File: src/hdl/cfd_pkg.sv
// Shared types and constants for the coordinate frame decoder.
// Used by cfd_in_stage, cfd_parser and coordinate_frame_decoder_unit; no dependencies.
`default_nettype none

package cfd_pkg;

	localparam int COUNT_WIDTH = 32;
	localparam int REPORT_WIDTH = 32;
	localparam int PAYLOAD_BYTES = 6;
	localparam int INDEX_WIDTH = 3;

	localparam logic [7:0] SYNC_FIRST = 8'hAA;
	localparam logic [7:0] SYNC_SECOND = 8'hBB;
	localparam logic [15:0] COORD_ABSENT = 16'hFFFF;

	typedef logic [COUNT_WIDTH-1:0] cnt_t;
	typedef logic [REPORT_WIDTH-1:0] report_t;
	typedef logic [INDEX_WIDTH-1:0] index_t;

	// One byte held in the input register.
	typedef struct packed {
		logic       valid;
		logic [7:0] data;
	} cfd_beat_t;

	// Reports the low bits of a running count, zero-extended when the count is narrower.
	function automatic report_t report_count(cnt_t c);
		logic [63:0] wide;
		wide = 64'(c);
		return wide[REPORT_WIDTH-1:0];
	endfunction

endpackage

`default_nettype wire

File: src/hdl/cfd_in_stage.sv
// Input register of the coordinate frame decoder: holds one received byte.
// Depends on cfd_pkg.
`default_nettype none

module cfd_in_stage (
	input  wire logic              clk,
	input  wire logic              arst_n,
	input  wire logic              in_valid,
	output logic                   in_ready,
	input  wire logic [7:0]        rx_byte,
	input  wire logic              take,
	output cfd_pkg::cfd_beat_t     beat_s1
);
	import cfd_pkg::*;

	logic       valid_s1;
	logic [7:0] data_s1;

	// The register may refill in the same cycle that the parser empties it.
	assign in_ready = !valid_s1 || take;

	always_ff @(posedge clk or negedge arst_n) begin
		if (!arst_n) begin
			valid_s1 <= 1'b0;
		end else if (in_valid && in_ready) begin
			valid_s1 <= 1'b1;
		end else if (take) begin
			valid_s1 <= 1'b0;
		end
	end

	always_ff @(posedge clk) begin
		if (in_valid && in_ready) begin
			data_s1 <= rx_byte;
		end
	end

	assign beat_s1.valid = valid_s1;
	assign beat_s1.data = data_s1;

endmodule

`default_nettype wire

File: src/hdl/cfd_parser.sv
// Frame parser: sync hunt, payload capture, checksum and counters, with the result register.
// Depends on cfd_pkg.
`default_nettype none

module cfd_parser (
	input  wire logic                clk,
	input  wire logic                arst_n,
	input  wire cfd_pkg::cfd_beat_t  beat_s1,
	output logic                     take,
	output logic                     out_valid,
	input  wire logic                out_ready,
	output logic                     frame_good,
	output logic signed [15:0]       coord_x,
	output logic signed [15:0]       coord_y,
	output logic signed [15:0]       coord_z,
	output logic                     target_present,
	output cfd_pkg::report_t         good_frame_count,
	output cfd_pkg::report_t         bad_frame_count,
	output cfd_pkg::report_t         byte_count
);
	import cfd_pkg::*;

	typedef enum logic [1:0] {
		PHASE_HUNT,
		PHASE_PAIR,
		PHASE_BODY
	} phase_t;

	phase_t     phase_q;
	index_t     idx_q;
	logic [7:0] xor_q;
	logic [7:0] payload_q [PAYLOAD_BYTES];
	cnt_t       good_q;
	cnt_t       bad_q;
	cnt_t       bytes_q;
	logic       out_valid_q;

	logic       at_checksum;
	logic       is_result;
	logic       good;
	cnt_t       bytes_next;
	cnt_t       good_next;
	cnt_t       bad_next;
	logic [15:0] x_w;
	logic [15:0] y_w;
	logic [15:0] z_w;

	assign at_checksum = (phase_q == PHASE_BODY) && (idx_q >= index_t'(PAYLOAD_BYTES));
	assign is_result = beat_s1.valid && at_checksum;
	// A byte that yields no result never waits on the output side.
	assign take = beat_s1.valid && (!at_checksum || !out_valid_q || out_ready);

	assign good = (beat_s1.data == xor_q);
	assign bytes_next = bytes_q + cnt_t'(1);
	assign good_next = good ? good_q + cnt_t'(1) : good_q;
	assign bad_next = good ? bad_q : bad_q + cnt_t'(1);
	assign x_w = {payload_q[1], payload_q[0]};
	assign y_w = {payload_q[3], payload_q[2]};
	assign z_w = {payload_q[5], payload_q[4]};

	always_ff @(posedge clk or negedge arst_n) begin
		if (!arst_n) begin
			phase_q <= PHASE_HUNT;
			idx_q <= '0;
			xor_q <= '0;
			good_q <= '0;
			bad_q <= '0;
			bytes_q <= '0;
			out_valid_q <= 1'b0;
		end else begin
			// A new result may load in the same cycle that the old one drains.
			if (take && is_result) begin
				out_valid_q <= 1'b1;
			end else if (out_valid_q && out_ready) begin
				out_valid_q <= 1'b0;
			end
			if (take) begin
				bytes_q <= bytes_next;
				unique case (phase_q)
					PHASE_PAIR: begin
						if (beat_s1.data == SYNC_SECOND) begin
							phase_q <= PHASE_BODY;
							idx_q <= '0;
							xor_q <= SYNC_FIRST ^ SYNC_SECOND;
						end else if (beat_s1.data != SYNC_FIRST) begin
							phase_q <= PHASE_HUNT;
						end
					end
					PHASE_BODY: begin
						if (!at_checksum) begin
							xor_q <= xor_q ^ beat_s1.data;
							idx_q <= idx_q + index_t'(1);
						end else begin
							phase_q <= PHASE_HUNT;
							idx_q <= '0;
							good_q <= good_next;
							bad_q <= bad_next;
						end
					end
					default: begin
						phase_q <= (beat_s1.data == SYNC_FIRST) ? PHASE_PAIR : PHASE_HUNT;
					end
				endcase
			end
		end
	end

	// Payload bytes and result fields carry no reset.
	always_ff @(posedge clk) begin
		if (take && (phase_q == PHASE_BODY) && !at_checksum) begin
			payload_q[idx_q] <= beat_s1.data;
		end
		if (take && is_result) begin
			frame_good <= good;
			coord_x <= good ? x_w : '0;
			coord_y <= good ? y_w : '0;
			coord_z <= good ? z_w : '0;
			target_present <= good && !((x_w == COORD_ABSENT) && (y_w == COORD_ABSENT)
				&& (z_w == COORD_ABSENT));
			good_frame_count <= report_count(good_next);
			bad_frame_count <= report_count(bad_next);
			byte_count <= report_count(bytes_next);
		end
	end

	assign out_valid = out_valid_q;

`ifndef SYNTHESIS
	a_index_bound: assert property (@(posedge clk) disable iff (!arst_n)
		(phase_q == PHASE_BODY) |-> (idx_q <= index_t'(PAYLOAD_BYTES)))
		else $error("payload index beyond checksum position");
	a_result_follows: assert property (@(posedge clk) disable iff (!arst_n)
		(take && is_result) |=> out_valid_q)
		else $error("checksum byte taken without a result");
	a_bad_zero: assert property (@(posedge clk) disable iff (!arst_n)
		(out_valid_q && !frame_good) |->
		(coord_x == '0 && coord_y == '0 && coord_z == '0 && !target_present))
		else $error("bad frame carries coordinates");
	a_no_overwrite: assert property (@(posedge clk) disable iff (!arst_n)
		(out_valid_q && !out_ready) |-> !(take && is_result))
		else $error("result overwritten while stalled");
`endif

endmodule

`default_nettype wire

File: src/hdl/coordinate_frame_decoder_unit.sv
// Coordinate frame decoder, top level: input register feeding the frame parser.
// Depends on cfd_pkg, cfd_in_stage and cfd_parser.
`default_nettype none

// Takes one received byte per cycle and hunts for the sync pair 0xAA 0xBB, then six payload
// bytes and a checksum byte (XOR of the eight bytes before it). Each completed frame gives one
// result beat: the checksum verdict, three little-endian signed coordinates (zero on a bad
// frame), a target flag that is low for (-1,-1,-1), and running good-frame, bad-frame and byte
// counts. A byte is taken every cycle while results are being drained; a result is offered
// once its checksum byte has passed through the input register and into the result register.
// Only a checksum byte ever waits on a stalled result. No clearing pass follows reset.
module coordinate_frame_decoder_unit (
	input  wire logic             clk,
	input  wire logic             arst_n,
	input  wire logic             in_valid,
	output logic                  in_ready,
	input  wire logic [7:0]       rx_byte,
	output logic                  out_valid,
	input  wire logic             out_ready,
	output logic                  frame_good,
	output logic signed [15:0]    coord_x,
	output logic signed [15:0]    coord_y,
	output logic signed [15:0]    coord_z,
	output logic                  target_present,
	output cfd_pkg::report_t      good_frame_count,
	output cfd_pkg::report_t      bad_frame_count,
	output cfd_pkg::report_t      byte_count
);
	import cfd_pkg::*;

	cfd_beat_t beat_s1;
	logic      take;

	cfd_in_stage u_in_stage (
		.clk      (clk),
		.arst_n   (arst_n),
		.in_valid (in_valid),
		.in_ready (in_ready),
		.rx_byte  (rx_byte),
		.take     (take),
		.beat_s1  (beat_s1)
	);

	cfd_parser u_parser (
		.clk              (clk),
		.arst_n           (arst_n),
		.beat_s1          (beat_s1),
		.take             (take),
		.out_valid        (out_valid),
		.out_ready        (out_ready),
		.frame_good       (frame_good),
		.coord_x          (coord_x),
		.coord_y          (coord_y),
		.coord_z          (coord_z),
		.target_present   (target_present),
		.good_frame_count (good_frame_count),
		.bad_frame_count  (bad_frame_count),
		.byte_count       (byte_count)
	);

endmodule

`default_nettype wire

File: config.mk
export PLATFORM = sky130hd
export DESIGN_NAME = coordinate_frame_decoder_unit
export DESIGN_NICKNAME = d
export VERILOG_FILES = /design/src/hdl/cfd_pkg.sv /design/src/hdl/cfd_in_stage.sv /design/src/hdl/cfd_parser.sv /design/src/hdl/coordinate_frame_decoder_unit.sv
export SDC_FILE = /design/constraint.sdc
export NUM_CORES = 1
export LEC_CHECK = 0
export BUFFER_PORTS_ARGS = -buffer_cell sky130_fd_sc_hd__buf_2
export CORE_ASPECT_RATIO = 1.2
export CORE_MARGIN = 8
export CORE_UTILIZATION = 25
export DETAILED_ROUTE_END_ITERATION = 7
export PLACE_DENSITY = 0.47
export SLEW_MARGIN = 5
export SYNTH_ARGS = -nofsm -noshare
export SYNTH_HDL_FRONTEND = slang
export SYNTH_SLANG_ARGS = --single-unit
File: constraint.sdc
create_clock -name clk -period 7.9 [get_ports clk]
set_input_delay 0.79 -clock clk [delete_from_list [all_inputs] [get_ports clk]]
set_output_delay 0.79 -clock clk [all_outputs]
set_load 0.02 [all_outputs]
# Yosys cells after proc, flatten, opt, wreduce, memory -nomap -nowiden
# Memories as Yosys holds them, arrays and structs flattened.
# Index checks and enable logic that the tools add are counted.
# totals
mem_count	1
register_bits	265
inputBits	12
romBits	0
latch_bits	0
ramBits	48
# memory_table
name	depth	word_bits	rd	rd_ports_with_merged_regs	write_ports	line_no	text
u_parser.payload_q	6	8	6	0	1	cfd_parser.sv:32	logic [7:0] payload_q [PAYLOAD_BYTES];
# op_classes
div_mod_pow	0
reduce_logical	25
n_bitwise	1
multipliers	0
n_shift	0
eq_ne	13
magnitude_cmp	1
n_mux	19
addsub	4
# op_table
operator	n
adder 32 x 1 -> 32 bit (second input constant)	3
2-to-1 mux 32 bit	2
equality test 16 bit (second input constant)	3
equality test 8 bit (second input constant)	2
2-to-1 mux 8 bit	2
case mux 8 bit (2 select lines)	1
logical AND 1 bit	11
AND reduction 3 bit	3
equality test 8 bit	1
inequality test 8 bit (second input constant)	1
bitwise XOR 8 bit	1
2-to-1 mux 1 bit	7
2-to-1 mux 2 bit	3
2-to-1 mux 3 bit	2
case mux 3 bit (2 select lines)	1
nonzero test 2 bit	3
zero test 1 bit	4
inequality test 2 x 1 -> 1 bit (second input constant)	2
case mux 2 bit (2 select lines)	1
AND reduction 4 bit	1
adder 3 x 1 -> 3 bit (second input constant)	1
greater-or-equal comparator 3 bit (second input constant)	1
logical OR 1 bit	3
inequality test 3 x 1 -> 1 bit (second input constant)	1
other kinds (3)	3

# Depth between registers and ports, before layout
# depth
ltp_word	10
depth_mapped	10
ltp_nobuf	8

# Cells and area by module
# Synthesis repeated with hierarchy kept, for this count alone.
# hier_totals
hier_cells	1043
hier_area_um2	13648.1
# by_module_without_submodules
mod	area_per_inst_um2	n_inst	seq_area_each_um2	cells_each
cfd_parser	13346.6	1	8578.2	1030
cfd_in_stage	301.5	1	265.3	13

# Worst setup path after synthesis
# Ideal clock, no wire load.
# synth_timing
path_type	register to register
start	register u_parser.phase_q[0]
end	register u_parser.good_q[28]
slack_ns	1.442
arrival_ns	6.319
setup_ns	0.138
stages_incl_launch_ff	11
synth_period_minus_slack_ns	6.458
cell_sequence	dfrtp_1 inv_1 ha_1 clkbuf_1 nand4_1 nand2b_1 inv_1 clkbuf_1 buf_1 nand4_1 xnor2_1
# synth_between
elab_chain_len	7
# synth_rtl
item	line_no	text
from (decl)	cfd_parser.sv:29	phase_t phase_q;
from (signal assigned)	cfd_parser.sv:101	phase_q <= (beat_s1.data == SYNC_FIRST) ? PHASE_PAIR : PHASE_HUNT;
equality test 2 bit (*)	cfd_parser.sv:48, cfd_parser.sv:79	
logical AND 1 bit	cfd_parser.sv:48	assign at_checksum = (phase_q == PHASE_BODY) && (idx_q >= index_t'(PAYLOAD_BYTES));
zero test 1 bit	cfd_parser.sv:51	assign take = beat_s1.valid && (!at_checksum || !out_valid_q || out_ready);
logical OR 1 bit (2 in a row)	cfd_parser.sv:51	
logical AND 1 bit	cfd_parser.sv:51	
AND reduction 3 bit (no source line) (*)	n/a	
to (signal assigned)	cfd_parser.sv:96	good_q <= good_next;
to (decl)	cfd_parser.sv:33	cnt_t good_q;
# Every way passes the cells marked *; elsewhere a longest branch is shown, timed or not.
# A chain may end at the register's enable or synchronous reset.

# Worst setup path in the final report
# layout_timing
start	register u_parser.phase_q[0]
end	register u_parser.bad_q[6]
# layout_between
elab_chain_len	7
# layout_rtl
item	line_no	text
equality test 2 bit (*)	cfd_parser.sv:48, cfd_parser.sv:79	
logical AND 1 bit	cfd_parser.sv:48	
zero test 1 bit	cfd_parser.sv:51	
logical OR 1 bit (2 in a row)	cfd_parser.sv:51	
logical AND 1 bit	cfd_parser.sv:51	
AND reduction 3 bit (no source line) (*)	n/a	
to (signal assigned)	cfd_parser.sv:97	bad_q <= bad_next;
to (decl)	cfd_parser.sv:34	cnt_t bad_q;
# Marked as above.

==> impl_metrics.ini <==
[timing]
setup_viol = 0
worstMarginPinSlew_ps = 1180
skew_ps = 21.0
final.setup.tns_ps = 0
slew_viol_final = 0
min_period_ps = 3740
rsz0062_at_grt = false
finalHoldViolations = 0
fmax_mhz = 267
worst_slew_margin_rel = 0.214
finalCritPeriodShare = 0.473

[floorplanning]
core_sq_um = 52600
initial_utilization = 0.254
io-pin-count = 160
die_h_microns = 269
dieArea_sq_um = 61000
rows = 92
die_w_microns = 227

[logic_synthesis]
synthSimpleGateAreaFrac = 0.172
synthMuxAreaShare = 0
ys_async_sr_fraction = 0.355
yosys_warnings = 0
synth_top_area_frac = 0.455
synth_top_family_by_area = simple AND/OR/NAND/NOR gates
synthDistinctLibCells = 42
synth_enable_flop_cells = 202
ys_ff_latch = 313
synth_cells = 1034
syn_area_per_cell_sq_um = 12.9
ys.flop_type = edfxtp_1
yosysTopAreaCell = edfxtp_1
synth_area_sq_um = 13300
synth_compound_area_frac = 0.0148
synth_fa_ha_area_frac = 0.00563
netlist_top_cells_area = edfxtp_1, dfrtp_1, xnor2_1
seq_area_frac_synth = 0.663
synth-xor-area-share = 0.127
synthesis.nets = 1052

[job]
maxCapViolCount = 0

[placement]
dpl_cell_area_sq_um = 14900
gp_congestion = 0.759
place_hpwl_mm = 22.2
dp_cells = 1864
portBuffers = 159

[power_and_ir_drop]
vdd_ir_drop_max_uv = 124
p_leak_uw = 0.00629
power_density_nw_per_um2 = 227

[detailed_routing]
drc_errors = 0
wl_per_cell_microns = 17.3
vias = 8410
drt-total-wl_mm = 33.4
postRouteAntennaNets = 0
avgViaCountPerCell = 4.36
drtIter0Drc = 547
drt-pass1-iter-count = 5

[setup_path]
rr_worst_depth = 10
start_kind = flip-flop
critical_path_required_ps = 8360
crit_type = reg -> reg
end_kind = flip-flop
cp.arrival_ps = 4200
cp_max_fo = 99

[global_route]
grt_pass1_vias = 8675
grt_max_degree = 100
grt_pass1_wl_mm = 51.2
gr-total-overflow = 0
grt_antenna_before_repair = 1
track_usage = 0.108

[clocking]
post_cts_buffers = 0
cts_made_buffers = 36
clockRootBuffer = clkbuf_16
cts.sinks = 313
cts_tree = built
path_clk_slew_ps = 60
cts_resized = 0
cts_max_level = 2
cts_hold_buf = 0
clockBufferDepth = 3
insertion_delay_ps = 550

[layout]
stdcell_count = 1930
drive_gt1_frac = 0.204
regArea_sq_um = 8840
multi_input_area_sq_um = 4260
layout.nets = 1215
final_cell_area_sq_um = 16200
syn_to_final_growth_pct = 21.4
layout_commonest_cell = edfxtp_1
num-fill-cells = 5372
diodes = 0
layout_common_cells = edfxtp_1, buf_2, xnor2_1

[outcome]
outcome = finished clean

[worst_hold_path]
hp-class = in -> async
-- worst paths after layout --
| path | from | endpoint | slack, ps |
|---|---|---|---|
| min in group clk | rx_byte[5] | u_in_stage.data_s1[5]$_DFFE_PP_ | 420 |
| max in group asynchronous | arst_n | u_parser.bad_q[7]$_DFFE_PN0P_ | 6740 |
| worst max-delay path | u_parser.phase_q[0]$_DFFE_PN0P_ | u_parser.bad_q[6]$_DFFE_PN0P_ | 4160 |
| worst min register to register | u_parser.bad_q[31]$_DFFE_PN0P_ | u_parser.bad_q[31]$_DFFE_PN0P_ | 480 |
| worst min-delay path | arst_n | u_parser.good_q[20]$_DFFE_PN0P_ | 180 |
| worst max register to register | u_parser.phase_q[0]$_DFFE_PN0P_ | u_parser.bad_q[6]$_DFFE_PN0P_ | 4160 |
-- layout make-up --
type	count	area share
Tap cell	705	0.0545
Sequential cell	313	0.546
Multi-Input combinational cell	659	0.263
Clock inverter	18	0.0131
Timing Repair Buffer	173	0.0558
Inverter	14	0.00355
Clock buffer	48	0.0641
-- cell families (layout without fill, tap and decap cells) --
family,count (synthesis),after routing
XOR/XNOR,193,193
adder cells (fa/ha/maj),6,6
buffers and inverters,62,253
AND/OR/NAND/NOR,426,426
AO/OA/AOI/OAI,34,34
flip-flops,313,313
-- worst max-delay path: stages (launching register included) --
cell	delay (ps)
dfrtp_1	390
inv_1	70
ha_1	310
nand4_1	180
nand2b_1	330
inv_6	760
buf_4	770
o21ai_1	150
buf_4	250
nor3_1	190
xor2_1	160
-- state kept, by name, summed over array words and instances (netlist names) --
register / cells
u_parser.payload_q: 48
u_parser.bad_frame_count: 32
u_parser.bad_q: 32
u_parser.byte_count: 32
u_parser.bytes_q: 32
u_parser.good_frame_count: 32
u_parser.good_q: 32
u_parser.coord_x: 16
u_parser.coord_y: 16
u_parser.coord_z: 16
u_in_stage.data_s1: 8
u_parser.xor_q: 8
u_parser.idx_q: 3
u_parser.phase_q: 2
u_in_stage.valid_s1: 1
u_parser.frame_good: 1
u_parser.out_valid: 1
u_parser.target_present: 1
-- routing by layer --
layer  vias to the layer above  global-route usage  wire [microns]
met5                         -                   0               9
met4                         2              0.0390             902
met3                        52              0.0275            1850
met2                       165               0.181           15800
met1                      4166               0.135           14800
li1                       4025                   -               -
-- power breakdown --
| part | switching, uW | total (uW) | internal, uW |
|---|---|---|---|
| clock network | 693 | 1760 | 1060 |
| logic | 66.4 | 108 | 41.9 |
| registers | 44.5 | 1810 | 1770 |
-- per-stage QoR --
stage               utilization  worst slack [ps]  hold slack, ps  power (uW)
global route              0.308              3780             177        3820
CTS                       0.308              4090             157        3740
floorplan                     -              1440             461        1910
finish                    0.308              4160             176        3680
detailed placement        0.284              4110             479        1960
global placement          0.284              4230             474        1960
-- cells in the mapped netlist, types with 2 or more instances --
| master | instances |
|---|---|
| dfrtp_1 | 111 |
| nand3b_1 | 4 |
| nor3_1 | 26 |
| xnor2_1 | 123 |
| and3_1 | 68 |
| edfxtp_1 | 202 |
| o21ai_0 | 20 |
| or4_1 | 3 |
| nand3_1 | 63 |
| or2_2 | 3 |
| inv_1 | 14 |
| nor3_2 | 8 |
| ha_1 | 6 |
| o31ai_1 | 3 |
| a21o_1 | 2 |
| a21oi_1 | 2 |
| nor2b_1 | 2 |
| nor4b_1 | 2 |
| buf_1 | 2 |
| xor2_1 | 70 |
| nand2b_1 | 10 |
| and2_1 | 3 |
| nor4b_2 | 2 |
| nand2_1 | 85 |
| nor2_1 | 65 |
| and4_1 | 10 |
| or4_4 | 2 |
| o21ai_1 | 2 |
| nand4b_1 | 2 |
| nor4_1 | 13 |
| clkbuf_1 | 44 |
| nand4_1 | 52 |
Power figures use the tool's default switching activity.
